--- src/rtl/core/dvp_pkg.sv ---
// Shared constants and types for the dotted version triple parser.
package dvp_pkg;

   localparam int unsigned CHAR_W = 8;
   localparam int unsigned PART_W = 32;

   // Product of a part and ten, plus one digit, before the range check
   localparam int unsigned WIDE_W = PART_W + 4;

   typedef logic [1:0] status_type;

   localparam status_type STATUS_OK            = 2'd0;
   localparam status_type STATUS_NOT_CANONICAL = 2'd1;
   localparam status_type STATUS_OVERFLOW      = 2'd2;

   localparam logic [CHAR_W-1:0] CHAR_ZERO = 8'h30;
   localparam logic [CHAR_W-1:0] CHAR_NINE = 8'h39;
   localparam logic [CHAR_W-1:0] CHAR_DOT  = 8'h2E;

   // Dots counted before the third part
   localparam logic [1:0] LAST_PART_INDEX = 2'd2;
   // Digit count saturates here
   localparam logic [1:0] LENGTH_MAX = 2'd2;

endpackage

--- src/rtl/core/dvp_req_if.sv ---
// Character channel: one byte of the version string per word.
interface dvp_req_if;
   logic                        valid;
   logic                        ready;
   logic [dvp_pkg::CHAR_W-1:0] char_code;
   logic                        is_last;

   modport source (output valid, output char_code, output is_last, input ready);
   modport sink   (input valid, input char_code, input is_last, output ready);
endinterface

--- src/rtl/core/dvp_rsp_if.sv ---
// Result channel: parsed major, minor, patch and status per word.
interface dvp_rsp_if;
   logic                        valid;
   logic                        ready;
   logic [dvp_pkg::PART_W-1:0] major_part;
   logic [dvp_pkg::PART_W-1:0] minor_part;
   logic [dvp_pkg::PART_W-1:0] patch_part;
   dvp_pkg::status_type         status;

   modport source (output valid, output major_part, output minor_part,
                   output patch_part, output status, input ready);
   modport sink   (input valid, input major_part, input minor_part,
                   input patch_part, input status, output ready);
endinterface

--- src/rtl/core/dotted_version_triple_parser_core.sv ---
// Top level: streaming parser of a major.minor.patch version string.
//
//   channel  | dir | word contents                               | handshake
//   ---------+-----+---------------------------------------------+-----------
//   req_ch   | in  | char_code, is_last                          | valid/ready
//   rsp_ch   | out | major_part, minor_part, patch_part, status  | valid/ready
//
// One character per cycle, but a last character waits for a free result word.
// A character is held in the input register, then one add-and-compare step
// updates the parse state; a last character then also loads the result register.
// Reset (synchronous) clears the parse state and both valid flags.
// A stalled result holds only the last character of the next string; other
// characters keep flowing while the result waits.
module dotted_version_triple_parser_core (
   input  logic            clock,
   input  logic            reset,
   dvp_req_if.sink         req_ch,
   dvp_rsp_if.source       rsp_ch
);

   localparam int unsigned CW = dvp_pkg::CHAR_W;
   localparam int unsigned PW = dvp_pkg::PART_W;
   localparam int unsigned WW = dvp_pkg::WIDE_W;

   // Input register
   logic          s1_valid_ff, s1_valid_in;
   logic [CW-1:0] s1_char_ff;
   logic          s1_last_ff;

   // Parse state
   logic [1:0]          part_index_ff, part_index_in;
   logic [PW-1:0]       accumulator_ff, accumulator_in;
   logic [PW-1:0]       held_major_ff, held_major_in;
   logic [PW-1:0]       held_minor_ff, held_minor_in;
   logic [1:0]          part_length_ff, part_length_in;
   logic                starts_zero_ff, starts_zero_in;
   logic                extra_dot_ff, extra_dot_in;
   dvp_pkg::status_type first_error_ff, first_error_in;

   // Result register
   logic                rsp_valid_ff, rsp_valid_in;
   logic [PW-1:0]       rsp_major_ff, rsp_major_in;
   logic [PW-1:0]       rsp_minor_ff, rsp_minor_in;
   logic [PW-1:0]       rsp_patch_ff, rsp_patch_in;
   dvp_pkg::status_type rsp_status_ff, rsp_status_in;

   logic          out_free;
   logic          s1_go;
   logic          take_req;
   logic          is_digit;
   logic          is_dot;
   logic [3:0]    digit;
   logic [WW-1:0] wide_acc;
   logic [WW-1:0] wide_next;
   logic          overflow;
   dvp_pkg::status_type final_error;
   dvp_pkg::status_type final_status;

   // Advance the input register; only a last character waits on the result side
   assign out_free     = !rsp_valid_ff || rsp_ch.ready;
   assign s1_go        = s1_valid_ff && (!s1_last_ff || out_free);
   assign req_ch.ready = !s1_valid_ff || s1_go;
   assign take_req     = req_ch.valid && req_ch.ready;
   assign s1_valid_in  = take_req || (s1_valid_ff && !s1_go);

   // Classify the character and form ten times the part plus the digit
   assign is_digit  = (s1_char_ff >= dvp_pkg::CHAR_ZERO) &&
                      (s1_char_ff <= dvp_pkg::CHAR_NINE);
   assign is_dot    = (s1_char_ff == dvp_pkg::CHAR_DOT);
   assign digit     = s1_char_ff[3:0];
   assign wide_acc  = {{(WW-PW){1'b0}}, accumulator_ff};
   assign wide_next = (wide_acc << 3) + (wide_acc << 1) + {{(WW-4){1'b0}}, digit};
   assign overflow  = |wide_next[WW-1:PW];

   // Update the parse state for one character
   always_comb begin
      part_index_in  = part_index_ff;
      accumulator_in = accumulator_ff;
      held_major_in  = held_major_ff;
      held_minor_in  = held_minor_ff;
      part_length_in = part_length_ff;
      starts_zero_in = starts_zero_ff;
      extra_dot_in   = extra_dot_ff;
      first_error_in = first_error_ff;

      if (is_digit) begin
         if (first_error_ff == dvp_pkg::STATUS_OK) begin
            priority if ((part_length_ff != 2'd0) && starts_zero_ff) begin
               first_error_in = dvp_pkg::STATUS_NOT_CANONICAL;
            end else if (overflow) begin
               first_error_in = dvp_pkg::STATUS_OVERFLOW;
            end else begin
               accumulator_in = wide_next[PW-1:0];
               if ((part_length_ff == 2'd0) && (digit == 4'd0)) begin
                  starts_zero_in = 1'b1;
               end
               if (part_length_ff != dvp_pkg::LENGTH_MAX) begin
                  part_length_in = part_length_ff + 2'd1;
               end
            end
         end
      end else if (is_dot) begin
         if (part_index_ff == dvp_pkg::LAST_PART_INDEX) begin
            extra_dot_in = 1'b1;
         end else begin
            if ((part_length_ff == 2'd0) && (first_error_ff == dvp_pkg::STATUS_OK)) begin
               first_error_in = dvp_pkg::STATUS_NOT_CANONICAL;
            end
            if (part_index_ff == 2'd0) begin
               held_major_in = accumulator_ff;
            end else begin
               held_minor_in = accumulator_ff;
            end
            part_index_in  = part_index_ff + 2'd1;
            accumulator_in = '0;
            part_length_in = 2'd0;
            starts_zero_in = 1'b0;
         end
      end else if (first_error_ff == dvp_pkg::STATUS_OK) begin
         first_error_in = dvp_pkg::STATUS_NOT_CANONICAL;
      end
   end

   // Close the string: empty last part, then dot count overrides everything
   always_comb begin
      final_error = first_error_in;
      if ((part_length_in == 2'd0) && (final_error == dvp_pkg::STATUS_OK)) begin
         final_error = dvp_pkg::STATUS_NOT_CANONICAL;
      end
      if ((part_index_in != dvp_pkg::LAST_PART_INDEX) || extra_dot_in) begin
         final_status = dvp_pkg::STATUS_NOT_CANONICAL;
      end else begin
         final_status = final_error;
      end
   end

   // Load the result word on the last character, drop it once taken
   always_comb begin
      rsp_valid_in  = rsp_valid_ff && !rsp_ch.ready;
      rsp_major_in  = rsp_major_ff;
      rsp_minor_in  = rsp_minor_ff;
      rsp_patch_in  = rsp_patch_ff;
      rsp_status_in = rsp_status_ff;
      if (s1_go && s1_last_ff) begin
         rsp_valid_in  = 1'b1;
         rsp_status_in = final_status;
         if (final_status == dvp_pkg::STATUS_OK) begin
            rsp_major_in = held_major_in;
            rsp_minor_in = held_minor_in;
            rsp_patch_in = accumulator_in;
         end else begin
            rsp_major_in = '0;
            rsp_minor_in = '0;
            rsp_patch_in = '0;
         end
      end
   end

   // Hold control and parse state
   always_ff @(posedge clock) begin
      if (reset) begin
         s1_valid_ff    <= 1'b0;
         rsp_valid_ff   <= 1'b0;
         part_index_ff  <= 2'd0;
         accumulator_ff <= '0;
         held_major_ff  <= '0;
         held_minor_ff  <= '0;
         part_length_ff <= 2'd0;
         starts_zero_ff <= 1'b0;
         extra_dot_ff   <= 1'b0;
         first_error_ff <= dvp_pkg::STATUS_OK;
      end else begin
         s1_valid_ff  <= s1_valid_in;
         rsp_valid_ff <= rsp_valid_in;
         if (s1_go) begin
            if (s1_last_ff) begin
               part_index_ff  <= 2'd0;
               accumulator_ff <= '0;
               held_major_ff  <= '0;
               held_minor_ff  <= '0;
               part_length_ff <= 2'd0;
               starts_zero_ff <= 1'b0;
               extra_dot_ff   <= 1'b0;
               first_error_ff <= dvp_pkg::STATUS_OK;
            end else begin
               part_index_ff  <= part_index_in;
               accumulator_ff <= accumulator_in;
               held_major_ff  <= held_major_in;
               held_minor_ff  <= held_minor_in;
               part_length_ff <= part_length_in;
               starts_zero_ff <= starts_zero_in;
               extra_dot_ff   <= extra_dot_in;
               first_error_ff <= first_error_in;
            end
         end
      end
   end

   // Hold payload words
   always_ff @(posedge clock) begin
      if (take_req) begin
         s1_char_ff <= req_ch.char_code;
         s1_last_ff <= req_ch.is_last;
      end
      rsp_major_ff  <= rsp_major_in;
      rsp_minor_ff  <= rsp_minor_in;
      rsp_patch_ff  <= rsp_patch_in;
      rsp_status_ff <= rsp_status_in;
   end

   assign rsp_ch.valid      = rsp_valid_ff;
   assign rsp_ch.major_part = rsp_major_ff;
   assign rsp_ch.minor_part = rsp_minor_ff;
   assign rsp_ch.patch_part = rsp_patch_ff;
   assign rsp_ch.status     = rsp_status_ff;

endmodule

--- src/flat_wrapper.sv ---
// flat-port wrapper written by rule: the top's interface ports become plain ports
module dotted_version_triple_parser_core_flat 
  (clock, reset, req_ch_valid, req_ch_char_code, req_ch_is_last, req_ch_ready, rsp_ch_valid, rsp_ch_major_part, rsp_ch_minor_part, rsp_ch_patch_part, rsp_ch_status, rsp_ch_ready);
  dvp_req_if req_ch_i ();
  dvp_rsp_if rsp_ch_i ();
  input  logic clock;
  input  logic reset;
  input wire logic [$bits(req_ch_i.valid)-1:0] req_ch_valid;
  input wire logic [$bits(req_ch_i.char_code)-1:0] req_ch_char_code;
  input wire logic [$bits(req_ch_i.is_last)-1:0] req_ch_is_last;
  output wire logic [$bits(req_ch_i.ready)-1:0] req_ch_ready;
  output wire logic [$bits(rsp_ch_i.valid)-1:0] rsp_ch_valid;
  output wire logic [$bits(rsp_ch_i.major_part)-1:0] rsp_ch_major_part;
  output wire logic [$bits(rsp_ch_i.minor_part)-1:0] rsp_ch_minor_part;
  output wire logic [$bits(rsp_ch_i.patch_part)-1:0] rsp_ch_patch_part;
  output wire logic [$bits(rsp_ch_i.status)-1:0] rsp_ch_status;
  input wire logic [$bits(rsp_ch_i.ready)-1:0] rsp_ch_ready;
  assign req_ch_i.valid = req_ch_valid;
  assign req_ch_i.char_code = req_ch_char_code;
  assign req_ch_i.is_last = req_ch_is_last;
  assign req_ch_ready = req_ch_i.ready;
  assign rsp_ch_valid = rsp_ch_i.valid;
  assign rsp_ch_major_part = rsp_ch_i.major_part;
  assign rsp_ch_minor_part = rsp_ch_i.minor_part;
  assign rsp_ch_patch_part = rsp_ch_i.patch_part;
  assign rsp_ch_status = rsp_ch_i.status;
  assign rsp_ch_i.ready = rsp_ch_ready;
  dotted_version_triple_parser_core u_core (.clock(clock), .reset(reset), .req_ch(req_ch_i), .rsp_ch(rsp_ch_i));
endmodule
--- config.mk ---
export PLATFORM = sky130hd
export DESIGN_NAME = dotted_version_triple_parser_core_flat
export DESIGN_NICKNAME = d
export VERILOG_FILES = /design/src/rtl/core/dvp_pkg.sv /design/src/rtl/core/dvp_req_if.sv /design/src/rtl/core/dvp_rsp_if.sv /design/src/rtl/core/dotted_version_triple_parser_core.sv /design/src/flat_wrapper.sv
export SDC_FILE = /design/constraint.sdc
export NUM_CORES = 1
export LEC_CHECK = 0
export BUFFER_PORTS_ARGS = -buffer_cell sky130_fd_sc_hd__clkbuf_2
export CORE_MARGIN = 1
export CORE_UTILIZATION = 55
export CTS_BUF_LIST = sky130_fd_sc_hd__clkbuf_16
export DETAILED_ROUTE_END_ITERATION = 16
export PLACE_DENSITY_LB_ADDON = 0.12
export SLEW_MARGIN = 20
export SYNTH_ARGS = -nofsm -noshare
export SYNTH_HDL_FRONTEND = slang
export SYNTH_SLANG_ARGS = --single-unit
--- constraint.sdc ---
create_clock -name clock -period 5.4 [get_ports clock]
set_clock_uncertainty 0.15 [all_clocks]
set_input_delay 0.27 -clock clock [delete_from_list [all_inputs] [get_ports clock]]
set_output_delay 0.27 -clock clock [all_outputs]
set_load 0.02 [all_outputs]
==> results of run 1 <==
[power breakdown]
group          internal (mW)  switching, mW
clock network          0.909          0.613
registers               1.71        0.00906
logic                 0.0307         0.0780
total                   2.65          0.700
[state kept, by name (all words and copies together) (netlist names), 2 cells and up]
signal,flops
u_core.accumulator_ff,32
u_core.held_major_ff,32
u_core.held_minor_ff,32
u_core.rsp_ch.major_part,32
u_core.rsp_ch.minor_part,32
u_core.rsp_ch.patch_part,32
u_core.s1_char_ff,8
u_core.first_error_ff,2
u_core.part_index_ff,2
u_core.part_length_ff,2
u_core.rsp_ch.status,2
[synthesized netlist by cell type (all sizes together), types with 6 or more instances]
master | instances | area share [%]
a211oi | 6 | 0.40
a21o | 9 | 0.61
a21oi | 42 | 1.9
a22o | 19 | 1.5
a22oi | 66 | 4.4
a31oi | 11 | 0.62
and3 | 9 | 0.51
buf | 31 | 1.7
clkbuf | 41 | 1.4
dfxtp | 106 | 19
edfxtp | 107 | 29
ha | 68 | 7.6
inv | 23 | 0.78
mux2i | 95 | 8.5
nand2 | 49 | 1.7
nand3 | 9 | 0.40
nand4 | 8 | 0.51
nor2 | 93 | 3.1
nor3 | 105 | 6.5
nor4 | 8 | 0.45
o211ai | 6 | 0.40
o21a | 9 | 0.61
o21ai | 45 | 2.0
xnor2 | 16 | 1.3
xor2 | 8 | 0.63
[repair_timing]
item                                    4_1_cts  5_1_grt
hold buffers                                 12        0
resized for setup                             0        1
hold endpoints to repair                     11        0
endpoints found under the setup margin        0        1
[logic make-up (layout without fill, tap and decap cells)]
| family | after synthesis | after routing | synth area share (%) |
|---|---|---|---|
| xor+xnor | 24 | 24 | 1.89 |
| buf+inv | 95 | 207 | 3.83 |
| fa+ha+maj | 70 | 70 | 8.00 |
| simple gates | 304 | 304 | 14.7 |
| flops | 213 | 213 | 47.9 |
| mux | 98 | 98 | 8.91 |
| compound gates | 242 | 242 | 14.7 |
[cell type report]
| cell class | instances | area (um^2) | area share [%] |
|---|---|---|---|
| flip-flops and latches | 213 | 5340 | 41.7 |
| multi-input cells | 738 | 5450 | 42.6 |
| repair buffers | 145 | 876 | 6.84 |
| well taps | 265 | 332 | 2.59 |
| clock inverters | 16 | 145 | 1.13 |
| clock buffers | 23 | 576 | 4.50 |
| inverters | 23 | 86.3 | 0.674 |
[how the worst max path moves through the flow]
stage / slack [ns] / depth (start not counted) / endpoint / startpoint
2_1_floorplan: 1.07 / 16 / u_core.rsp_ch.minor_part[17] / u_core.accumulator_ff[0]
3_3_place_gp: 0.42 / 14 / u_core.rsp_ch.patch_part[31] / u_core.accumulator_ff[0]
3_5_place_dp: 0.23 / 14 / u_core.rsp_ch.patch_part[31] / u_core.accumulator_ff[0]
4_1_cts: 0.18 / 14 / u_core.rsp_ch.patch_part[31] / u_core.accumulator_ff[0]
5_1_grt: 0.11 / 14 / u_core.rsp_ch.patch_part[31] / u_core.accumulator_ff[0]
6_report: 0.33 / 14 / u_core.rsp_ch.patch_part[31] / u_core.accumulator_ff[0]
[layer usage]
layer  GRT usage [%]  share of wire (%)  vias to the layer above
met4            8.98                2.5                        0
met3            2.95                4.3                       43
met5               0                  0                        -
li1                -                  -                     4128
met1            34.3                 46                     4128
met2            41.0                 47                      222
[through the flow]
stage	setup WS, ns	total power, mW	hold slack [ns]	utilization, %	std cells
CTS	0.176	3.38	0.307	65.1	1423
detailed placement	0.225	1.85	0.299	60.8	1372
global placement	0.421	1.85	0.297	60.8	1372
global route	0.110	3.44	0.325	65.1	1423
floorplan	1.07	1.82	0.219	-	1046
finish	0.334	3.35	0.312	65.1	1423
[critical path: stages (launching register included)]
cell and delay, ns:
dfxtp_1 0.46, inv_1 0.10, fa_1 0.53, inv_1 0.07, fa_1 0.52, a211oi_2 0.30, o21ai_0 0.13, a211oi_1 0.34
o31ai_2 0.15, a21oi_1 0.23, mux2_4 0.34, or3_4 0.42, a211o_4 0.53, buf_4 0.32, nor3_1 0.28
==> reports/metrics.cfg, run 1 <==
[global_routing]
grt_usage_pct=25.1
antenna_found_initial=0
grt_overflow=0
grt_pass1_vias=8202
grt_pass1_wl_mm=41.3
grt_max_degree=73

[worst_hold_path]
hold_end=u_core.held_minor_ff[3]
hold_path.startpoint=reset
min_path_type=input pin to flop
whs_path_depth=3

[synthesis]
synth-seq-cells=213
synth.avg_cell_area_um2=10.6
synth_fp_nets=1129
synthCells=1046
seq_area_frac_synth_pct=47.9
yosysWarnings=0
synth.cell_area_mm2=0.0111
async_flop_share_pct=0
synth_cell_types=62
ys.flop_type=edfxtp_1
synth_edf_count=107

[detailed_routing]
wire_per_inst_um=18.1
ant_nets=0
via_count=8521
first_pass_iters=5
drc_errors=0
first_iter_violations=517
vias_per_cell=5.99
detail_route.wirelength_mm=25.7

[timing]
slew_violations=0
timing.final.crit_share_pct=93.8
fin_crit_ns=5.07
rsz0062_at_grt=false
slew_headroom_pct=28.5
max_freq_mhz=197
setup-tns-final_ns=0
setup_violations=0
final-hold-violation-count=0
tightest_slew_ns=1.07

[clock_tree]
root_buffer=clkbuf_16
cts_buffers=22
cts_tree=done
clk_pin_slew_ns=0.06
clock-sinks=213
cts_setup_buffers=0
insertion_delay_ns=0.51
cts-htree-levels=1
clock_path_buffers=3

[setup_path]
worstReg2RegEnd=u_core.rsp_ch.patch_part[31]
end_kind=flop
r2r_start=u_core.accumulator_ff[0]
cp_max_fo=37
start_kind=flop
worstPathRequired_ns=5.56
critical_path_class=flop to flop
r2r_cells=14
cp_data_arrival_time_ns=5.23
worst-r2r-setup-slack_ns=0.33

[die]
num_rows=51
die_y_um=144
core-area_mm2=0.0197
die_x_um=144
dieArea_mm2=0.0208
initial_core_util_pct=56.7
num_io_pins=113

[power_and_ir_drop]
p_leak_nw=4.98
p_per_area_mw_per_mm2=262
vdd_drop_max_mv=0.227

[layout]
n_fill_cell=1626
final_cell_mix=clkbuf_2 (112), edfxtp_1 (107), dfxtp_1 (106)
diodes=0
final_common_cell=clkbuf_2
drive_above_1_share_pct=19.4
syn_to_final_growth_pct=15.0
stdcell_area_mm2=0.0128
final_nets=1226

[placement]
gp_congestion=0.901
dp_hpwl_mm=17.0
place_area_mm2=0.0120
numPortBuffers=112

[status]
status=complete, no violations

[run]
drv_cap=0

Power figures use the tool's default switching activity.
==> run 2, diff against run 1 <==
--- a/config.mk
+++ b/config.mk
@@ -5,6 +5,7 @@
 export SDC_FILE = /design/constraint.sdc
 export NUM_CORES = 1
 export LEC_CHECK = 0
+export ABC_AREA = 1
 export BUFFER_PORTS_ARGS = -buffer_cell sky130_fd_sc_hd__clkbuf_2
 export CORE_MARGIN = 1
 export CORE_UTILIZATION = 55
==> reports/metrics.cfg, run 2 <==
[timing]
final-hold-violation-count=0  ; unchanged
setup-tns-final_ns=0  ; unchanged
rsz0062_at_grt=false
fin_crit_ns=4.36  ; -0.706 ns
timing.final.crit_share_pct=80.7  ; -13 points
fin_ws_ns=1.04  ; +0.706 ns
tightest_slew_ns=1.09  ; +0.0264 ns
setup_violations=0  ; unchanged
slew_violations=0  ; unchanged
slew_headroom_pct=26.8  ; -1.8 points
max_freq_mhz=229  ; +16%

[global_routing]
grt_pass1_vias=9325  ; +14%
grt_max_degree=92  ; +26%
grt_usage_pct=26.1  ; +0.99 points
antenna_found_initial=0  ; unchanged
grt_overflow=0  ; unchanged
grt_pass1_wl_mm=46.2  ; +12%

[detailed_routing]
maxUsedRoutingLayer=met4
vias_per_cell=5.47  ; -8.6%
first_pass_iters=5  ; unchanged
first_iter_violations=679  ; +31%
drc_errors=0  ; unchanged
via_count=9915  ; +16%
wl_met1_mm=13.5  ; +15%
detail_route.wirelength_mm=29.0  ; +13%
ant_nets=0  ; unchanged
wire_per_inst_um=16.0  ; -11%
met3_length_mm=1.45  ; +33%
wl_met2_mm=13.6  ; +12%

[power_and_ir_drop]
clockPowerShare_pct=44.4  ; -1.1 points
vdd_drop_max_mv=0.170  ; -25%
sw_frac_of_total_pct=23.0  ; +2.1 points
p_leak_nw=5.84  ; +17%
p_per_area_mw_per_mm2=255  ; -2.7%
internal-power_mw=2.64  ; -0.47%
p_seq_share_pct=50.6  ; -0.7 points
pwr-share-comb_pct=5.0  ; +1.8 points
p_sw_mw=0.788  ; +13%

[setup_path]
cp_data_arrival_time_ns=4.56  ; -0.67 ns
r2r_start=u_core.accumulator_ff[0]
crit_family=simple AND/OR/NAND/NOR gates
worstSetupStartpoint=u_core.accumulator_ff[0]
crit_slowest_cell=fa_1
cp_max_fo=44  ; +19%
end_kind=flop
worstPathRequired_ns=5.60  ; +0.04 ns
critical_path_class=flop to flop
max_stage_delay_ns=0.56  ; +0.03 ns
crit_chain=inv_1, fa_1, inv_1, fa_1, nand2_1, nand2_1, nand3b_1, nand2_1, nand2_1, nand2_2, nand2_2, nand2_1, nand2_1, nand2_1, nor2_1, nand3_2, clkinv_2, nand2_1, nand3_2, nand2_1, nand2_2, nand3_4, buf_12, nor2_1
cp_common_cell=nand2_1
start_kind=flop
crit_buf_inv=4  ; +1

[status]
status=complete, no violations

[synthesis]
seq_area_frac_synth_pct=44.8  ; -3.1 points
synth.avg_cell_area_um2=8.35  ; -22%
async_flop_share_pct=0  ; unchanged
synth_edf_count=107  ; unchanged
synth-seq-cells=213  ; unchanged
ys.flop_type=edfxtp_1
synth.cell_area_mm2=0.0119  ; +7.0%
synth.most_common_cell=nand2_1
yosysWarnings=0  ; unchanged
synth_fp_nets=1510  ; +34%
synth_area_leaders=edfxtp_1 (27%), dfxtp_1 (18%), nand2_1 (10%)
synth_cell_types=42  ; -32%
synthCells=1427  ; +36%
synth_top_area_share_pct=27.0  ; -1.9 points
synthTopCellsByCount=nand2_1 (331), a21oi_1 (151), inv_1 (116), nor2_1 (108), edfxtp_1 (107)
synth_area_leader_cell=edfxtp_1

[layout]
drive_above_1_share_pct=18.5  ; -0.89 points
final_nets=1605  ; +31%
n_fill_cell=1808  ; +11%
final_common_cell=nand2_1
syn_to_final_growth_pct=12.9
diodes=0  ; unchanged
final_cell_mix=nand2_1 (329), a21oi_1 (151), inv_1 (116)

[clock_tree]
cts_tree=done
postCtsHoldBufs=13  ; +1
clock_path_buffers=3  ; unchanged
cts_setup_buffers=0  ; unchanged
insertion_delay_ns=0.51  ; about the same
clk_pin_slew_ns=0.07  ; about the same
clock-sinks=213  ; unchanged
root_buffer=clkbuf_16
cts-htree-levels=1  ; unchanged
cts_buffers=23  ; +4.5%
postCtsResizedCells=0  ; unchanged

[worst_hold_path]
hold_path.startpoint=u_core.held_major_ff[6]
min_path_type=flop to flop

[die]
die_x_um=149  ; +3.4%
core-area_mm2=0.0212  ; +7.6%
num_rows=53  ; +3.9%
die_y_um=149  ; +3.4%
initial_core_util_pct=56.3  ; -0.33 points
num_io_pins=113  ; unchanged
dieArea_mm2=0.0223  ; +6.9%

[placement]
numPortBuffers=112  ; unchanged
pre_cts_ws_ns=1.08  ; +0.852 ns
dp_hpwl_mm=19.6  ; +15%
gp_congestion=0.937  ; +3.9%

[run]
drv_cap=0  ; unchanged

run 2: changes by cell type in the layout (fill, tap and decap cells not counted), moves of 46 or more:
cell     before  now
a22oi_1      66    0
nand3_1       9   55
or2_2         1   62
nand2_1      48  329
a21oi_1      42  151
nor3_1       63    7
inv_1        29  116
run 2: final cells by class:
class                   count  area (um^2)  area share, %
clock inverters            17          141           1.05
multi-input cells        1026         5810           43.2
clock buffers              23          576           4.28
flip-flops and latches    213         5340           39.7
inverters                 123          465           3.46
well taps                 275          344           2.56
repair buffers            135          778           5.79
run 2: worst paths after layout:
check | endpoint | slack, ns | cells past startpoint
max | u_core.rsp_ch.patch_part[11] | 1.04 | 24
min | u_core.held_major_ff[6] | 0.31 | 2
max reg2reg | u_core.rsp_ch.patch_part[11] | 1.04 | 24
min reg2reg | u_core.held_major_ff[6] | 0.31 | 2
run 2: cell families after synthesis:
family	share of synthesized area, %
compound gates	10.8
buf+inv	6.54
fa+ha+maj	7.48
xor+xnor	1.91
flops	44.8
simple gates	23.6
mux	4.87
run 2: worst register-to-register path: stages, from the launching register on:
cell and delay [ns]:
dfxtp_1 0.37, inv_1 0.12, fa_1 0.56, inv_1 0.07, fa_1 0.44, nand2_1 0.09, nand2_1 0.09, nand3b_1 0.09
nand2_1 0.10, nand2_1 0.09, nand2_2 0.10, nand2_2 0.09, nand2_1 0.06, nand2_1 0.07, nand2_1 0.04, nor2_1 0.12
nand3_2 0.12, clkinv_2 0.11, nand2_1 0.06, nand3_2 0.06, nand2_1 0.06, nand2_2 0.10, nand3_4 0.46, buf_12 0.40
nor2_1 0.18
run 2: metrics by stage:
stage | total power [mW] | instance area [um^2] | hold WS (ns) | cells | utilization [%]
finish | 3.42 | 13500 | 0.314 | 1812 | 63.6
global route | 3.52 | 13500 | 0.328 | 1812 | 63.6
CTS | 3.44 | 13500 | 0.316 | 1812 | 63.6
detailed placement | 1.93 | 12600 | 0.301 | 1759 | 59.6
global placement | 1.93 | 12600 | 0.301 | 1759 | 59.6
floorplan | 1.88 | 11900 | 0.219 | 1427 | -
run 2: routing by layer:
layer,track usage [%],up-vias
li1,-,4923
met1,35.5,4713
met2,43.2,244
met3,4.01,35
met4,6.79,0
met5,0,-
run 2: power groups by stage:
stage          registers [mW]  clock network (mW)  logic [mW]
6_report                 1.73                1.52       0.171
5_1_grt                  1.73                1.60       0.186
4_1_cts                  1.73                1.54       0.171
3_5_place_dp             1.77                   0       0.163
3_3_place_gp             1.77                   0       0.162
2_1_floorplan            1.79                   0      0.0835
